`config.mk`:
```
export PLATFORM = sky130hd
export DESIGN_NAME = gdcr_map_mem
export DESIGN_NICKNAME = d
export VERILOG_FILES = /design/src/design/gdcr_map_mem.sv
export SDC_FILE = /design/constraint.sdc
export NUM_CORES = 2
export LEC_CHECK = 0
export BUFFER_PORTS_ARGS = -buffer_cell sky130_fd_sc_hd__buf_2
export CAP_MARGIN = 20
export CORE_UTILIZATION = 39
export CTS_CLUSTER_SIZE = 14
export DETAILED_ROUTE_END_ITERATION = 10
export PLACE_DENSITY = 0.58
export SKIP_LAST_GASP = 1
export SYNTH_ARGS = -nofsm -noshare
export SYNTH_HDL_FRONTEND = slang
export SYNTH_SLANG_ARGS = --single-unit
export TNS_END_PERCENT = 5
```
`constraint.sdc`:
```
create_clock -name i_clk -period 6.7 [get_ports i_clk]
set_clock_uncertainty 0.05 [all_clocks]
set_input_delay 0.67 -clock i_clk [delete_from_list [all_inputs] [get_ports i_clk]]
set_output_delay 0.67 -clock i_clk [all_outputs]
set_load 0.01 [all_outputs]
```
`src/design/gdcr_map_mem.sv`:
```
// Grid map store: one write port, one read port with registered read data.
// Depends on no package.
`default_nettype none
module gdcr_map_mem #(
    parameter int DEPTH = 1024,
    parameter int AW    = 10
) (
    input  wire logic          i_clk,
    input  wire logic          i_we,
    input  wire logic [AW-1:0] i_waddr,
    input  wire logic [2:0]    i_wdata,
    input  wire logic [AW-1:0] i_raddr,
    output logic      [2:0]    o_rdata
);
    logic [2:0] r_mem [DEPTH];

    always_ff @(posedge i_clk) begin
        if (i_we) begin
            r_mem[i_waddr] <= i_wdata;
        end
    end

    always_ff @(posedge i_clk) begin
        o_rdata <= r_mem[i_raddr];
    end
endmodule
`default_nettype wire

```
After elaboration in Yosys (flattened, before gate mapping):

Memory sizes are Yosys's and may differ from the RTL's. A register that Yosys moved wholly into a read port is not among the register bits.
Index checks and enable logic that the tools add are counted.

* output and inout bits: 3
* input bits: 25
* register bits after elaboration: 0
* memories: 1
* RAM bits: 3072

* mux-type cells: 2

Memory list
* r_mem: depth 1024, bits a word 3, rd ports 1, clocked after memory_dff 1, write ports 1, line 15 `logic [2:0] r_mem [DEPTH];`

Operators by type and width (count)
* $mux 1: 2

Logic depth before layout (Yosys ltp):

* depth after elaboration: 2
* gate-level depth with buffers: 15
* mapped depth without buffers: 8

Worst setup path after synthesis:

OpenSTA, ideal clock, no wires.

* path type: input port to flip-flop
* from: in i_raddr[0]
* to: reg o_rdata[1] (read register of r_mem)
* arrival: 2.873 ns
* library setup time: 0.135 ns
* slack: 3.642 ns
* stages on the path: 8
* path through: buf_6 buf_8 buf_8 mux4_2 mux4_2 mux4_2 o2111ai_1 o2111ai_1

RTL lines
* start: declaration: line 12 `input wire logic [AW-1:0] i_raddr,`
* end: declaration: line 13 `output logic [2:0] o_rdata`

==> flow_metrics.py <==
metrics = {
    "outcome": {
        "outcome": "completed",
    },
    "timing": {
        "drv_slew": 0,
        "max_freq_ghz": 0.2259,
        "finalSetupViolations": 0,
        "finalCritPeriodShare_pct": 66.09,
        "grt_setup_unrepaired": "false",
        "hold_viol_final": 0,
        "tns_ns": 0,
        "worst_slew_pin_slew_ns": 1.279,
        "relSlewSlack_pct": 14.71,
        "finalCriticalPeriod_ns": 4.428,
    },
    "global_route": {
        "grt_pass1_vias": 65440,
        "antenna_found_initial": 26,
        "grt_util_all_layers_pct": 21.51,
        "grt.overflow.total": 0,
        "grt_pass1_wl_um": 491400,
        "grt_max_degree": 215,
    },
    "power_and_ir_drop": {
        "power_switching_uw": 8870,
        "combPwrFrac_pct": 4.8,
        "pwr-share-clk_pct": 43.5,
        "power_density_nw_per_um2": 295.7,
        "power.share.switching_pct": 21.61,
        "seqPwrFrac_pct": 51.6,
        "leakage_uw": 0.04230,
        "ir_worst_vdd_uv": 231.8,
        "intPower_uw": 32180,
    },
    "logic_synthesis": {
        "synth_simple_gate_area_share_pct": 4.839,
        "synth_area_per_cell_um2": 18.90,
        "synth_edf_count": 3072,
        "muxShareOfSynthArea_pct": 14.90,
        "synth_xor_area_share_pct": 0,
        "synth_area_leaders": "edfxtp_1 75%, mux4_2 12%, nor2_1 3.3%, mux2i_1 2.6%, clkbuf_1 0.74%",
        "yosysSeqAreaShare_pct": 74.62,
        "synth-compound-area-share_pct": 3.040,
        "ys_warn_count": 0,
        "syn_inst": 6544,
        "netlist.area_leader.share_pct": 74.57,
        "synth_top_area_cell": "edfxtp_1",
        "ys_types": 79,
        "ys_ff_latch": 3075,
        "syn_area_um2": 123700,
        "synthAdderAreaFrac_pct": 0,
        "async_flop_share_pct": 0,
        "yosys_most_used_dff": "edfxtp_1",
        "syn_nets": 6569,
        "synth_top_family_by_area": "multiplexers",
    },
    "clock_tree": {
        "clk_pin_slew_ns": 0.06,
        "cts.sink_count": 3075,
        "postCtsHoldBufs": 0,
        "cts_tree": "done",
        "cts_setup_buffers": 0,
        "cts-resized-gates": 0,
        "cts_buffers": 323,
        "cts_root_buffer": "clkbuf_16",
        "cts_buffer_depth": 4,
        "htreeDepth": 5,
        "clk-insertion-delay-late_ns": 0.90,
    },
    "floorplanning": {
        "die_h_um": 565.2,
        "num_rows": 206,
        "core_um2": 315200,
        "start_util_pct": 39.24,
        "die_w_um": 565.2,
        "ios": 28,
        "dieArea_um2": 319400,
    },
    "flow_run": {
        "max_cap_violations": 0,
    },
    "route": {
        "first_pass_iters": 7,
        "drt_iter0_drc": 8121,
        "routed_via_density": 5.867,
        "drtAntennaViolNets": 0,
        "vias": 64590,
        "drc": 0,
        "wl_per_cell_um": 31.43,
        "totalWireLength_um": 346000,
    },
    "critical_path": {
        "cp_slowest_cell": "a211oi_1",
        "worst-setup-path-type": "in -> reg",
        "critPathLaunchType": "primary input",
        "r2r_start": "r_mem[540][1]",
        "r2r_setup_slack_ns": 3.28,
        "crit_fanout": 25,
        "max_stage_delay_ns": 0.96,
        "r2r_cells": 8,
        "cp.required_ns": 7.46,
        "end_kind": "register",
        "worst_path_most_repeated_cell": "buf_4",
        "worstPathArrival_ns": 5.19,
        "cp_cell_sequence": "buf_4 > buf_4 > nor2b_4 > buf_4 > a22o_1 > a21oi_1 > a22oi_1 > nand4_1 > a211oi_1 > nor3_1 > o211ai_2",
        "reg2reg_to": "o_rdata[1]",
    },
    "cells_and_area": {
        "nNetsFinal": 6622,
        "drive_above_1_share_pct": 20.35,
        "postLayoutCellArea_um2": 138800,
        "fin_cells": 11010,
        "syn2layout_area_growth_pct": 12.21,
    },
    "placed_design": {
        "gp_congestion": 0.8504,
        "portBuffers": 27,
        "dp.cells": 10430,
        "placed_cell_area_um2": 128400,
        "dpl.hpwl_um": 202700,
    },
    "min_path": {
        "worst_hold_path.num_cells": 1,
        "min_to": "r_mem[338][2]",
        "hold_class": "in -> reg",
        "min_from": "i_wdata[2]",
    },
}
[flip-flops by register name (all words and copies together), names as in the netlist]
register,cells
o_rdata,3
r_mem,3072
[power groups by stage]
stage | logic, uW | registers (uW) | clock network (uW)
after global placement | 1970 | 21600 | 0
after CTS | 1990 | 21200 | 18100
after detailed placement | 1990 | 21600 | 0
after global routing | 2070 | 21200 | 18800
after floorplan | 1100 | 21600 | 0
final | 1980 | 21200 | 17900
[Yosys cell counts, types with 27 or more instances]
library cell	instances
nor2_1	1080
buf_8	32
mux2i_1	322
o22ai_1	84
nand3_1	48
o221ai_1	99
a21oi_1	79
nand2_1	124
o21ai_0	53
buf_6	48
a22oi_1	61
mux4_2	635
mux4_1	27
buf_2	59
a211oi_1	29
buf_1	50
nor3_1	54
clkbuf_1	243
buf_4	28
edfxtp_1	3072
[how the worst max path moves through the flow]
| stage | start | to | slack [ns] | depth (start not counted) |
|---|---|---|---|---|
| 2_1_floorplan | i_raddr[0] | o_rdata[1] | 3.64 | 8 |
| 4_1_cts | i_raddr[3] | o_rdata[0] | 2.46 | 11 |
| 5_1_grt | i_raddr[3] | o_rdata[0] | 2.32 | 11 |
| 6_report | i_raddr[3] | o_rdata[0] | 2.27 | 11 |
| 3_3_place_gp | i_raddr[3] | o_rdata[0] | 1.52 | 11 |
| 3_5_place_dp | i_raddr[3] | o_rdata[0] | 1.53 | 11 |
[cells in the final DEF, fill, tap and decap left out, types with 13 or more instances in the layout]
| master | count |
|---|---|
| nor3_1 | 53 |
| o221ai_1 | 99 |
| o21ai_0 | 52 |
| clkinv_2 | 52 |
| clkbuf_16 | 325 |
| mux2i_1 | 322 |
| bufinv_16 | 36 |
| a22oi_1 | 61 |
| nand2_1 | 118 |
| clkinv_1 | 58 |
| nand3_4 | 24 |
| nand4_1 | 13 |
| a221oi_1 | 17 |
| mux4_2 | 635 |
| nand3_1 | 24 |
| clkbuf_1 | 61 |
| buf_12 | 39 |
| nor4_1 | 16 |
| o22ai_1 | 84 |
| buf_4 | 151 |
| nor2_1 | 1077 |
| buf_2 | 19 |
| mux4_1 | 27 |
| a21oi_1 | 79 |
| mux2_2 | 14 |
| a211oi_1 | 29 |
| edfxtp_1 | 3072 |
| a22o_1 | 21 |
[critical path: cells and delay by family]
kind / cells / cell delay (ns)
simple gates: 3 / 1.05
compound gates: 5 / 1.99
buf+inv: 3 / 1.33
[cells by family (layout without fill, tap and decap cells)]
logic type	after synthesis	in the layout
other	0	8
muxes	1002	1002
buffers and inverters	498	795
DFF	3075	3075
AOI/OAI and AO/OA	526	526
and+or+nand+nor	1443	1443
[through the flow]
stage / util, % / hold WS (ns) / setup slack, ns / total power, uW
after floorplan: - / 0.7189 / 3.642 / 22690
after global placement: 40.68 / 1.063 / 1.522 / 23570
after detailed placement: 40.72 / 1.050 / 1.531 / 23590
after CTS: 44.02 / 0.2786 / 2.462 / 41280
after global routing: 44.03 / 0.2974 / 2.317 / 42020
final: 44.04 / 0.2614 / 2.272 / 41050
[layer usage]
layer,global-route usage [%],part of all wire [%],vias up,wire length [um]
met3,3.670,8.3,550,28880
met2,34.47,47,3047,164200
met1,30.01,41,34390,141700
li1,-,-,26590,-
met4,6.796,3.2,10,11150
met5,0,0.017,-,59
[final cells by class]
class / count / area, um2
Inverter: 5 / 26.28
Multi-Input combinational cell: 2971 / 28620
Clock inverter: 183 / 2042
Clock buffer: 386 / 8362
Timing Repair Buffer: 221 / 2232
Tap cell: 4160 / 5205
Antenna cell: 8 / 20.02
Sequential cell: 3075 / 92310
Fill cell: 26930 / 176400
Power figures use the tool's default switching activity.
