==> src/design/gdcr_div.sv <==
// Restoring divider giving one quotient bit per cycle.
// Depends on no package.
`default_nettype none
module gdcr_div #(
    parameter int N_W = 40,
    parameter int D_W = 32
) (
    input  wire logic           i_clk,
    input  wire logic           i_rst_n,
    input  wire logic           i_start,
    input  wire logic [N_W-1:0] i_num,
    input  wire logic [D_W-1:0] i_den,
    output logic                o_done,
    output logic      [N_W-1:0] o_quot
);
    localparam int CW = $clog2(N_W + 1);

    logic [N_W-1:0] r_n;
    logic [D_W-1:0] r_rem;
    logic [D_W-1:0] r_den;
    logic [CW-1:0]  r_cnt;
    logic           r_busy;
    logic           r_done;
    logic [D_W:0]   rem_sh;
    logic           ge;
    logic [D_W:0]   diff;

    assign rem_sh = {r_rem, r_n[N_W-1]};
    assign ge     = rem_sh >= {1'b0, r_den};
    assign diff   = rem_sh - {1'b0, r_den};

    always_ff @(posedge i_clk) begin
        if (!i_rst_n) begin
            r_busy <= 1'b0;
            r_done <= 1'b0;
            r_cnt  <= '0;
        end else begin
            r_done <= 1'b0;
            if (i_start) begin
                r_busy <= 1'b1;
                r_cnt  <= CW'(N_W);
            end else if (r_busy) begin
                r_cnt <= r_cnt - 1'b1;
                if (r_cnt == CW'(1)) begin
                    r_busy <= 1'b0;
                    r_done <= 1'b1;
                end
            end
        end
    end

    always_ff @(posedge i_clk) begin
        if (i_start) begin
            r_n   <= i_num;
            r_rem <= '0;
            r_den <= i_den;
        end else if (r_busy) begin
            r_n   <= {r_n[N_W-2:0], ge};
            r_rem <= ge ? diff[D_W-1:0] : rem_sh[D_W-1:0];
        end
    end

    assign o_done = r_done;
    assign o_quot = r_n;
endmodule
`default_nettype wire
==> config.mk <==
export PLATFORM = sky130hd
export DESIGN_NAME = gdcr_div
export DESIGN_NICKNAME = d
export VERILOG_FILES = /design/src/design/gdcr_div.sv
export SDC_FILE = /design/constraint.sdc
export NUM_CORES = 1
export LEC_CHECK = 0
export BUFFER_PORTS_ARGS = -buffer_cell sky130_fd_sc_hd__buf_2
export CAP_MARGIN = 20
export CORE_MARGIN = 2
export CORE_UTILIZATION = 55
export DETAILED_ROUTE_END_ITERATION = 7
export PLACE_DENSITY = 0.79
export RECOVER_POWER = 25
export SLEW_MARGIN = 30
export SYNTH_ARGS = -nofsm -noshare
export SYNTH_HDL_FRONTEND = slang
export SYNTH_SLANG_ARGS = --single-unit
==> constraint.sdc <==
create_clock -name i_clk -period 2.9 [get_ports i_clk]
set_input_delay 0.145 -clock i_clk [delete_from_list [all_inputs] [get_ports i_clk]]
set_output_delay 0.145 -clock i_clk [all_outputs]
set_load 0.02 [all_outputs]
=== Word level (Yosys, flattened, before mapping) ===
Cells that the tools add are included.

* Register bits: 112
* Latch bits: 0
* Memory bits (writable): 0
* Bits in read-only memories: 0
* Input bits: 75
* Output and inout bits: 41
* Logic and storage cells: 25
* Memories: 0

* Add/subtract/negate cells: 2
* Multiply operators: 0
* Divide/modulo/power cells: 0
* $lt $le $gt $ge: 1
* Equality and inequality tests: 1
* Shift-type cells: 0
* Multiplexer cells: 9
* Bitwise gates (word level): 2
* Reduce and logical (&&, ||, !) cells: 3

{| class="wikitable"
|+ Operator list
! kind !! count
|-
| 2-to-1 mux 40 bit || 2
|-
| greater-or-equal comparator 33 x 32 -> 1 bit || 1
|-
| 2-to-1 mux 32 bit || 1
|-
| subtractor 32 bit || 1
|-
| 2-to-1 mux 6 bit || 2
|-
| equality test 6 x 1 -> 1 bit, second input constant || 1
|-
| subtractor 6 x 1 -> 6 bit, second input constant || 1
|-
| 2-to-1 mux 1 bit || 4
|-
| OR reduction 3 bit || 1
|-
| NOT 1 bit || 2
|-
| nonzero test 2 bit || 1
|-
| OR reduction 2 bit || 1
|}

=== Depth between registers and ports, before layout ===
Gate-level depths: netlist of the first run.

* Word-level depth: 4
* Mapped depth: 13
* Depth with buffers taken out: 11

=== Least setup slack after synthesis of the first run ===
Ideal clock, no wire load.

* Path kind: reg2reg
* From: register r_n[39], in the netlist o_quot[39]
* To: register r_rem[26]
* Arrival: 2.604 ns
* Required time: 2.760 ns
* Path slack: 0.155 ns
* Stages on the path, launching flop included: 13
* Buffers on the path: 2
* Period minus slack after synthesis: 2.745 ns
* Path through: edfxtp_1 -> inv_1 -> ha_1 -> nand2b_1 -> a211oi_2 -> o21ai_1 -> a2111o_1 -> a211oi_2 -> a21oi_1 -> buf_2 -> buf_4 -> nand4b_1 -> o221ai_1

* Word-level cells in the longest chain between the ends: 2

{| class="wikitable"
|+ Ends and longest elaborated chain
! element !! RTL line !! RTL
|-
| start, declared || 18 || <nowiki>logic [N_W-1:0] r_n;</nowiki>
|-
| start signal, assigned || 54 || <nowiki>r_n <= i_num;</nowiki>
|-
| start signal, assigned || 58 || <nowiki>r_n <= {r_n[N_W-2:0], ge};</nowiki>
|-
| subtractor 32 bit or greater-or-equal comparator 33 x 32 -> 1 bit (tied branches) || 30, 29 ||
|-
| 2-to-1 mux 32 bit * || 59 || <nowiki>r_rem <= ge ? diff[D_W-1:0] : rem_sh[D_W-1:0];</nowiki>
|-
| end signal, assigned || 59 ||
|-
| end, declared || 19 || <nowiki>logic [D_W-1:0] r_rem;</nowiki>
|}

Mark *: on every way between the ends. The rest lies on a longest branch, timed or not.
A chain may end at the register's enable or synchronous reset.

=== Worst setup path in the final report of the first run ===
* From: register r_den[1]
* To: register r_rem[0]

* Word-level cells in the longest chain between the ends: 2

{| class="wikitable"
|+ Ends and longest elaborated chain
! element !! RTL line !! RTL
|-
| start, declared || 20 || <nowiki>logic [D_W-1:0] r_den;</nowiki>
|-
| start signal, assigned || 56 || <nowiki>r_den <= i_den;</nowiki>
|-
| greater-or-equal comparator 33 x 32 -> 1 bit || 29 || <nowiki>assign ge = rem_sh >= {1'b0, r_den};</nowiki>
|-
| 2-to-1 mux 32 bit || 59 ||
|}

Every way passes these cells.

==> metrics, run 1 <==
CTS tree yes; Rel. slew slack -3.26%; Distinct cells, synth just over 60; grt total ovfl 0; Die H around 110 um; Clk Latency, worst-skew pair around 0.36 ns; flops & latches, synth 112; CP startpoint kind register; EDFF count, synth 72; Worst R2R End r_rem[0]$_SDFFE_PP0P_; hpwl dp 10,500 um; Async S/R FF share, synth 0%; DP Area approximately 0.0071 sq mm; DRT Wirelength between 10,000 and 15,000 um; R2R cell count 11; final setup fails 0; Synth area leaders edfxtp_1 34%, dfxtp_1 13%, mux2_2 7.3%; # H-tree levels 3; largest net degree at the start of global routing 58; final hold viol count 0; Final nets between 800 and 900; Least-Margin Pin Slew between 1.5 and 2 ns; # diodes 0; top-area cell type share of the netlist area between 30% and 40%; Vias per Instance between 5 and 6; fin area 0.00785 sq mm; PwrDens between 500 and 600 mW/mm^2; synthesized area 0.00634 sq mm; clock root buffer clkbuf_16; die width approximately 110 um; f_max between 300 and 400 MHz; Final ANT Viol Nets 0; xor/xnor share of the synthesized area approximately 3.2%; filler cell count 879; 1st-iter DRT viols around 290; Critical path origin r_den[1]$_DFFE_PP_; Crit Path Category register to register; Hold Path Sink r_cnt[5]$_SDFFE_PN0P_; net count after synthesis 745; register area share after synthesis 46.7%; status complete, but fails checks; ys flop type edfxtp_1; Synth area leader edfxtp_1; hold path cells 2; number of port buffers 115; post-synthesis cell count roughly 640; Cell Chain, Critical Path inv_1 > ha_1 > nand2b_1 > a211oi_2 > o21ai_2 > a2111o_1 > a211oi_4 > buf_4 > a21oi_4 > mux2_1 > a211oi_1; clock transition at the registers of the reported paths ~0.070 ns; fin util just under 70%; first-pass GRT wire length 24,200 um; GRT busiest layer met2; CP max-delay cell a2111o_1; crit path max fanout 4; clock tree buffer depth 2; GRT met2 Usage around two fifths; average cell area after synthesis around 10 sq um; reg2reg start r_den[1]$_DFFE_PP_; failing checks capacitance limit, slew limit; total clock sinks roughly 110; critical path capture point type register; max-cap violation count 1; met1 usage 29.8%; WP data required 3.18 ns; max-slew violations 32; cts bufs inserted 9; Synth Area in Compound Gates between 10% and 20%; die area 0.0124 sq mm; WP data arrival between 3 and 4 ns; fin crit period roughly 2.7 ns; multiplexer share of the synthesized area between 7 and 8%; Setup Skew about 0.0083 ns; critical path's largest stage delay 0.42 ns; post-synthesis simple-gate area fraction 15.2%; Min-Delay Path Class input port to register; Leakage approximately 3.3 nW; share of cells above drive strength 1 roughly a quarter; Core Box Area about 0.011 sq mm; via count 5,328; commonest non-fill, non-tap cell in the layout buf_2; Worst Hold Launch i_rst_n; r2r setup slk ~0.15 ns; routability cong. ~0.94; Cell Rows 39; vias in the first global route approximately 5,300; # DRC 0; initial antenna violation count 0; Pre-antenna DRT Iters 5; Adder-Cell Fraction of Synth Area around 7%; largest family of logic cells by synthesized area compound AO/OA/AOI/OAI gates; Ys Warns 0; most frequent cells in the layout 112 x buf_2, 72 x edfxtp_1, 71 x nand2_1; met3 usage 8.06%; Starting Density a little under three fifths; Peak supply drop 0.536 mV; I/O pins around 120; Area growth, synth to finish 23.7%; post-DR wirelength/cell approximately 16 um; Final Cycle Share around 95%; gr usage total 23.9%
[flip-flops by register name, summed over array words and instances, names as in the netlist]
register,flops
r_busy,1
o_quot,40
r_rem,32
r_cnt,6
o_done,1
r_den,32
[where the power goes]
group	internal [W]	switching, W	total (W)
Combinational	0.000510	0.000669	0.00118
Sequential	0.00186	0.0000848	0.00195
Clock	0.000594	0.000589	0.00118
[through the flow]
stage	power [W]	setup slack, ns	instances	hold slack (ns)	TNS [ns]
2_1_floorplan	0.00274	0.155	635	0.244	0
3_3_place_gp	0.00304	0.0895	884	0.323	0
3_5_place_dp	0.00307	-0.0695	884	0.323	-0.153
4_1_cts	0.00429	0.00277	934	0.0156	0
5_1_grt	0.00452	-0.0272	936	0.0175	-0.0498
6_report	0.00431	0.151	936	0.0274	0
[what timing repair did]
| item | CTS | global route |
|---|---|---|
| gates resized for setup | 2 | 20 |
| setup buffers | 2 | 2 |
| setup endpoints to repair | 3 | 31 |
| pin swaps | 1 | 5 |
| hold buffers | 32 | 0 |
| hold endpoints to repair | 32 | 0 |
[worst max-delay path: cells and delay by family, from the launching register on]
family / cells / cell delay [ns]
multiplexers: 1 / 0.33
buffers and inverters: 2 / 0.21
AND/OR/NAND/NOR: 1 / 0.09
AO/OA/AOI/OAI: 6 / 1.39
adder cells (fa/ha/maj): 1 / 0.29
flip-flops: 1 / 0.35
[area by class of cell]
type	count	area (sq um)	area share [%]
well taps	143	179	2.28
inverters	44	165	2.10
clock buffers	11	233	2.97
flip-flops and latches	112	2960	37.8
multi-input cells	450	3170	40.4
clock inverters	5	40.0	0.510
repair buffers	171	1100	14.0
[worst max path at each step]
stage | to | slack [ns] | cells past startpoint
after CTS | r_rem[30]$_SDFFE_PP0P_ | 0.003 | 12
final | r_rem[0]$_SDFFE_PP0P_ | 0.15 | 11
after detailed placement | r_rem[23]$_SDFFE_PP0P_ | -0.07 | 11
after global routing | r_rem[28]$_SDFFE_PP0P_ | -0.03 | 12
after floorplan | r_rem[26]$_SDFFE_PP0P_ | 0.16 | 12
after global placement | r_rem[24]$_SDFFE_PP0P_ | 0.09 | 11
[kinds of logic after synthesis]
logic type,count (synthesis)
adders and majority gates,35
DFF,112
buffers and inverters,73
AOI/OAI and AO/OA,143
and+or+nand+nor,206
muxes,43
xor gates and xnor gates,23
[metal layers]
layer / wire length, um / vias to the layer above
met5: 0 / -
met3: 1200 / 16
li1: - / 2627
met1: 6280 / 2486
met2: 6920 / 199
met4: 244 / 0
[cell usage after synthesis, types with 3 or more instances]
| cell | instances |
|---|---|
| nor2b_1 | 5 |
| nor3_1 | 10 |
| a311oi_1 | 21 |
| dfxtp_1 | 40 |
| nand4_1 | 3 |
| nor2_1 | 53 |
| inv_1 | 44 |
| xor2_1 | 7 |
| nor3b_1 | 5 |
| nand3_1 | 20 |
| xnor2_1 | 16 |
| o221ai_1 | 4 |
| a31oi_1 | 7 |
| o21a_1 | 5 |
| a211oi_1 | 9 |
| a21o_1 | 8 |
| or3_1 | 6 |
| and3_1 | 6 |
| nand4b_1 | 4 |
| buf_2 | 3 |
| a21oi_1 | 36 |
| edfxtp_1 | 72 |
| nand2_1 | 71 |
| nand2b_1 | 10 |
| clkbuf_1 | 22 |
| ha_1 | 34 |
| mux2_2 | 41 |
| o211ai_1 | 5 |
| and2_1 | 6 |
| o21ai_0 | 23 |
No activity file was read; power rests on OpenSTA's default activity.
==> run 2, diff against run 1 <==
--- a/config.mk
+++ b/config.mk
@@ -8,11 +8,13 @@
 export BUFFER_PORTS_ARGS = -buffer_cell sky130_fd_sc_hd__buf_2
 export CAP_MARGIN = 20
 export CORE_MARGIN = 2
-export CORE_UTILIZATION = 55
+export CORE_UTILIZATION = 56
 export DETAILED_ROUTE_END_ITERATION = 7
-export PLACE_DENSITY = 0.79
+export MAX_ROUTING_LAYER = met4
+export PLACE_DENSITY = 0.8
 export RECOVER_POWER = 25
 export SLEW_MARGIN = 30
 export SYNTH_ARGS = -nofsm -noshare
 export SYNTH_HDL_FRONTEND = slang
 export SYNTH_SLANG_ARGS = --single-unit
+export TNS_END_PERCENT = 20
==> run 2 against run 1 <==
  * The flow now finishes without violations
  * Core utilization increased by 3.0 points
  * Fmax decreased by 2.8%
  * Routed wire length increased by 2.6%
  * Clock skew increased by 0.00073 ns
  * Design area increased by 0.84%
  * Non-clock buffer count decreased by 2
  * Final cell count decreased by 0.53%
  * Clock power about the same
  * Total power increased by 1.0%
  * Worst setup slack got worse by 0.079 ns
  * Flip-flop and latch count unchanged
  * Sequential share of layout area decreased by 0.32 points
  * Critical path type unchanged
  * Largest power group unchanged
==> metrics, run 2 (synthesis results as in run 1) <==
status complete, no violations; # diodes 0 (unchanged); unrepaired setup endpoints after global routing yes; routed length on met1 6480 um (+3.2%); Crit path depth 11 (unchanged); CP startpoint kind register; die area 0.0122 sq mm (-1.7%); WP buf/inv 2 (unchanged); post-DR wirelength/cell 16.1 um (+3.2%); Area growth, synth to finish 24.8%; hold_ws 0.0320 ns (+0.00457 ns); hold path cells 2 (unchanged); critical path's largest stage delay 0.43 ns (about the same); Placement Setup Slack -0.0174 ns (+0.0521 ns); routability cong. 0.933 (-0.38%); DR top layer met4; filler cell count 824 (-6.3%); max reg flops 40 (unchanged); Hold Path Sink r_cnt[3]$_SDFFE_PN0P_; Die H 110 um (-0.87%); WP data required 3.16 ns (-0.02 ns); CP max-delay cell a2111o_1; fin crit period 2.83 ns (+0.0794 ns); f_max 354 MHz (-2.8%); max-slew violations 0 (-100%); Power Total 0.00435 W (+1.0%); Cell Rows 38 (-2.6%); R2R cell count 11 (unchanged); gr usage total 24.6% (+0.71 points); grt total ovfl 0 (unchanged); met3 routed WL 985 um (-18%); Final nets 896 (-0.22%); WP data arrival 3.09 ns (+0.06 ns); Starting Density 58.0% (+2.0 points); via count 5,422 (+1.8%); Worst path most repeated cell a21oi_1; number of port buffers 115 (unchanged); most frequent cells in the layout 113 x buf_2, 72 x edfxtp_1, 70 x nand2_1; clock root buffer clkbuf_16; DRT Wirelength 15,000 um (+2.6%); crit path max fanout 16 (+12); critical path capture point type register; largest net degree at the start of global routing 116 (+100%); total clock sinks 112 (unchanged); I/O pins 116 (unchanged); Cell Chain, Critical Path inv_1 > ha_1 > a21oi_1 > a21oi_1 > o21ai_2 > a2111o_1 > a211oi_4 > a21o_4 > buf_12 > o21ai_0 > a311oi_1; Least-Margin Pin Slew 0.659 ns (-0.889 ns); hpwl dp 10,200 um (-3.0%); Min-Delay Path Class input port to register; Setup Skew 0.00902 ns (+0.000726 ns); critical path's top delay family compound AO/OA/AOI/OAI gates; clock transition at the registers of the reported paths 0.08 ns (about the same); cts bufs inserted 9 (unchanged); Rel. slew slack 56.0% (+59 points); share of cells above drive strength 1 27.7% (+0.95 points); 1st-iter DRT viols 339 (+19%); Final Cycle Share 97.5% (+2.7 points); clock tree buffer depth 2 (unchanged); Pre-antenna DRT Iters 6 (+1); Worst R2R End r_rem[23]$_SDFFE_PP0P_; Worst Hold Launch i_rst_n; # H-tree levels 3 (unchanged); # DRC 0 (unchanged); Peak supply drop 0.535 mV (about the same); CTS tree yes; final hold viol count 0 (unchanged); initial antenna violation count 0 (unchanged); reg2reg start r_den[6]$_DFFE_PP_; Leakage 3.32 nW (+0.26%); Clk Latency, worst-skew pair 0.36 ns (about the same); Crit Path Category register to register; commonest non-fill, non-tap cell in the layout buf_2; final setup fails 0 (unchanged); max-cap violation count 0 (-1); vias in the first global route 5,385 (+2.6%); PwrDens 550 mW/mm^2 (+0.18%); r2r setup slk 0.07 ns (-0.08 ns); fin util 72.4% (+3.0 points); Setup TNS 0 ns (unchanged); WL met2 7350 um (+6.1%); area of the multi-input gates 0.00324 sq mm (+2.1%); die width 110 um (-0.87%); Sequential Area 0.00296 sq mm (unchanged); final worst setup slack 0.0715 ns (-0.0794 ns); first-pass GRT wire length 24,200 um (about the same); Core Box Area 0.0109 sq mm (-3.4%); Vias per Instance 5.82 (+2.3%); Final ANT Viol Nets 0 (unchanged)
==> run 2: cell types whose count changed in the layout (fill, tap and decap cells not counted), moves of 2 or more <==
cell      before  now
o221ai_1       4    2
o221ai_2       0    2
clkinv_1       0    2
buf_6          3    1
clkbuf_1       5    1
==> run 2: worst reg2reg max path: cells and delay by family (launching register included) <==
kind                       cells  cell delay (ns)
AOI/OAI and AO/OA              8             1.84
adders and majority gates      1             0.35
buffers and inverters          2             0.21
DFF                            1             0.33
==> run 2: final cells by class <==
type	instances	share of cell area, %
Inverter	44	2.09
Timing Repair Buffer	169	13.8
Clock buffer	9	2.85
Tap cell	140	2.21
Sequential cell	112	37.4
Multi-Input combinational cell	450	40.9
Clock inverter	7	0.727
==> run 2: power breakdown <==
group	switching [W]	internal, W	total, W
Clock	0.000604	0.000593	0.00120
Combinational	0.000691	0.000519	0.00121
Sequential	0.0000844	0.00186	0.00195
==> run 2: layer usage <==
metal	GRT usage, %	up-vias
met3	6.86	27
li1	-	2615
met1	29.8	2568
met5	-	-
met2	40.8	212
met4	6.67	0
==> run 2: repair_timing <==
item                       4_1_cts  5_1_grt
hold buffers                    32        0
pin swaps                        1        9
buffers inserted                 0        6
setup endpoints to repair       10       32
hold endpoints to repair        32        0
resized for setup                3       27
==> run 2: worst max-delay path by stage <==
stage	startpoint	endpoint
after floorplan	o_quot[39]$_DFFE_PP_	r_rem[26]$_SDFFE_PP0P_
after global placement	r_den[12]$_DFFE_PP_	r_rem[24]$_SDFFE_PP0P_
after detailed placement	r_den[12]$_DFFE_PP_	r_rem[19]$_SDFFE_PP0P_
after CTS	r_den[20]$_DFFE_PP_	r_rem[0]$_SDFFE_PP0P_
after global routing	o_quot[39]$_DFFE_PP_	r_rem[22]$_SDFFE_PP0P_
final	r_den[6]$_DFFE_PP_	r_rem[23]$_SDFFE_PP0P_
==> run 2: stage by stage <==
stage | area, sq um | std cells
6_report | 7920 | 931
5_1_grt | 7920 | 931
4_1_cts | 7730 | 925
3_5_place_dp | 7110 | 877
3_3_place_gp | 7110 | 877
2_1_floorplan | 6340 | 635
==> run 3, diff against run 2 <==
--- a/config.mk
+++ b/config.mk
@@ -8,10 +8,11 @@
 export BUFFER_PORTS_ARGS = -buffer_cell sky130_fd_sc_hd__buf_2
 export CAP_MARGIN = 20
 export CORE_MARGIN = 2
-export CORE_UTILIZATION = 56
+export CORE_UTILIZATION = 51
 export DETAILED_ROUTE_END_ITERATION = 7
+export HOLD_SLACK_MARGIN = 0.15
 export MAX_ROUTING_LAYER = met4
-export PLACE_DENSITY = 0.8
+export PLACE_DENSITY = 0.74
 export RECOVER_POWER = 25
 export SLEW_MARGIN = 30
 export SYNTH_ARGS = -nofsm -noshare
==> run 3 against run 2 <==
  * Sequential power about the same
  * Critical path depth unchanged
  * Final cell count increased by 7.7%
  * Via count increased by 4.5%
  * Register-to-register slack improved by 0.07 ns
  * Count of clock-buffer cells in the layout increased by 1
  * Clock skew increased by 0.0019 ns
  * Hold slack improved by 0.38 ns
  * Routed wire length increased by 11%
  * Total power increased by 2.7%
  * Critical path type unchanged
  * Critical endpoint is now r_rem[18]$_SDFFE_PP0P_
==> metrics, run 3 (synthesis results as in run 1) <==
Area growth, synth to finish 32.2%; reg2reg start o_quot[39]$_DFFE_PP_; initial antenna violation count 0 (unchanged); number of port buffers 115 (unchanged); vias in the first global route 5,529 (+2.7%); critical path's top delay family compound AO/OA/AOI/OAI gates; # DRC 0 (unchanged); crit path max fanout 8 (-8); Rel. slew slack 40.5% (-16 points); final hold viol count 0 (unchanged); post-DR wirelength/cell 16.6 um (+2.8%); status complete, no violations; via count 5,665 (+4.5%); filler cell count 880 (+6.8%); Worst R2R End r_rem[18]$_SDFFE_PP0P_; clock root buffer clkbuf_16; fin util 69.6% (-2.8 points); routability cong. 0.894 (-4.2%); # diodes 0 (unchanged); Clk Latency, worst-skew pair 0.37 ns (about the same); DRT Wirelength 16,600 um (+11%); Starting Density 52.6% (-5.4 points); grt total ovfl 0 (unchanged); 1st-iter DRT viols 382 (+13%); hold path cells 2 (unchanged); Pre-antenna DRT Iters 5 (-1); Worst path most repeated cell a211oi_4; Final Cycle Share 95.0% (-2.6 points); CTS tree yes; # H-tree levels 3 (unchanged); die area 0.0133 sq mm (+9.4%); Final ANT Viol Nets 0 (unchanged); Leakage 3.50 nW (+5.6%); DP Cell Count 907 (+3.4%); Setup Skew 0.0109 ns (+0.00191 ns); PwrDens 533 mW/mm^2 (-3.1%); final setup fails 0 (unchanged); clock transition at the registers of the reported paths 0.08 ns (about the same); Core Box Area 0.0121 sq mm (+10%); CP startpoint kind register; die width 116 um (+4.6%); WP buf/inv 2 (unchanged); Comb power frac 29.1% (+1.3 points); r2r setup slk 0.15 ns (+0.07 ns); fin crit period 2.75 ns (-0.0741 ns); hold_ws 0.408 ns (+0.376 ns); max-slew violations 0 (unchanged); hpwl dp 10,600 um (+3.6%); Crit Path Category register to register; Hold Path Sink r_den[0]$_DFFE_PP_; Cell Rows 40 (+5.3%); Sequential Area 0.00296 sq mm (unchanged); gr usage total 25.6% (+0.92 points); Peak supply drop 0.421 mV (-21%); internal power 0.00304 W (+2.2%); Vias per Instance 5.65 (-3.0%); sequential power share 43.7% (-1.0 points); critical path capture point type register; WP data required 3.17 ns (about the same); Worst Hold Launch i_start; Min-Delay Path Class input port to register; area of the multi-input gates 0.00322 sq mm (-0.62%); clock tree buffer depth 2 (unchanged); share of cells above drive strength 1 25.9% (-1.8 points); largest net degree at the start of global routing 116 (unchanged); Die H 116 um (+4.6%); most frequent cells in the layout 112 x buf_2, 73 x dlygate4sd3_1, 72 x edfxtp_1; Finished Layout Cells 1,003 (+7.7%); WP data arrival 3.02 ns (-0.07 ns); first-pass GRT wire length 26,000 um (+7.4%); Sw Ratio 32.0% (+0.32 points); Final nets 940 (+4.9%); I/O pins 116 (unchanged); Least-Margin Pin Slew 0.892 ns (+0.233 ns); switching power total 0.00143 W (+3.7%); Clk pwr share 27.2% (-0.3 points); R2R cell count 11 (unchanged); CP max-delay cell a2111o_1; critical path's largest stage delay 0.43 ns (about the same); f_max 363 MHz (+2.7%); Cell Chain, Critical Path inv_1 > ha_1 > nand2b_4 > a211oi_4 > o21ai_2 > a2111o_1 > a211oi_4 > a21o_4 > buf_12 > o311ai_1 > a311oi_1; total clock sinks 112 (unchanged); cts bufs inserted 9 (unchanged); max-cap violation count 0 (unchanged); max reg flops 40 (unchanged); commonest non-fill, non-tap cell in the layout buf_2
-- run 3: cell count changes in the layout (fill, tap and decap cells not counted), sizes merged --
cell         previous run  this run
dlygate4sd3            32        73
buf                   136       135
clkinv                  4         3
clkbuf                 10        15
clkinvlp                1         0
inv                    46        47
-- run 3: power groups by stage --
stage | Clock [W] | Combinational (W) | Sequential (W)
after global placement | 0 | 0.00108 | 0.00197
after global routing | 0.00128 | 0.00141 | 0.00197
after CTS | 0.00124 | 0.00119 | 0.00195
final | 0.00122 | 0.00130 | 0.00195
after detailed placement | 0 | 0.00111 | 0.00198
after floorplan | 0 | 0.000708 | 0.00203
-- run 3: cell type report --
| type | instances | area share [%] |
|---|---|---|
| timing repair buffer | 213 | 18.5 |
| multi-input combinational | 450 | 38.3 |
| clock inverter | 6 | 0.597 |
| tap | 168 | 2.51 |
| sequential | 112 | 35.3 |
| clock buffer | 10 | 2.73 |
| inverter | 44 | 1.97 |
-- run 3: worst reg2reg max path: cells and delay by family (launching register included) --
kind	cells	cell delay [ns]
compound gates	7	1.74
flops	1	0.34
fa+ha+maj	1	0.22
buf+inv	2	0.19
simple gates	1	0.16
-- run 3: worst max path at each step --
stage | from | cells after the start | end | slack, ns
final | o_quot[39]$_DFFE_PP_ | 11 | r_rem[18]$_SDFFE_PP0P_ | 0.15
after global routing | r_den[20]$_DFFE_PP_ | 11 | r_rem[9]$_SDFFE_PP0P_ | -0.01
after CTS | r_den[1]$_DFFE_PP_ | 11 | r_rem[6]$_SDFFE_PP0P_ | -0.06
after detailed placement | r_den[16]$_DFFE_PP_ | 10 | r_rem[26]$_SDFFE_PP0P_ | -0.06
after global placement | r_den[16]$_DFFE_PP_ | 11 | r_rem[27]$_SDFFE_PP0P_ | 0.09
after floorplan | o_quot[39]$_DFFE_PP_ | 12 | r_rem[26]$_SDFFE_PP0P_ | 0.16
-- run 3: timing repair --
action	CTS	global route
hold buffers	73	0
hold endpoints to repair	75	0
resized for setup	1	26
pin swaps	0	11
setup endpoints to repair	4	33
setup buffers	0	4
cloned	0	3
-- run 3: metrics by stage --
| step | area [sq um] | total power [W] | TNS [ns] | setup slack, ns |
|---|---|---|---|---|
| 2_1_floorplan | 6340 | 0.00274 | 0 | 0.155 |
| 3_3_place_gp | 7160 | 0.00306 | 0 | 0.0868 |
| 3_5_place_dp | 7160 | 0.00308 | -0.0889 | -0.0595 |
| 4_1_cts | 8170 | 0.00437 | -0.0765 | -0.0572 |
| 5_1_grt | 8390 | 0.00466 | -0.0185 | -0.0149 |
| 6_report | 8390 | 0.00447 | 0 | 0.146 |
-- run 3: per-layer routing --
| metal | wire length (um) | vias up | track usage, % |
|---|---|---|---|
| met5 | 0 | - | - |
| li1 | - | 2711 | - |
| met1 | 7010 | 2633 | 30.1 |
| met2 | 7920 | 261 | 42.5 |
| met3 | 1200 | 60 | 6.49 |
| met4 | 505 | 0 | 9.08 |
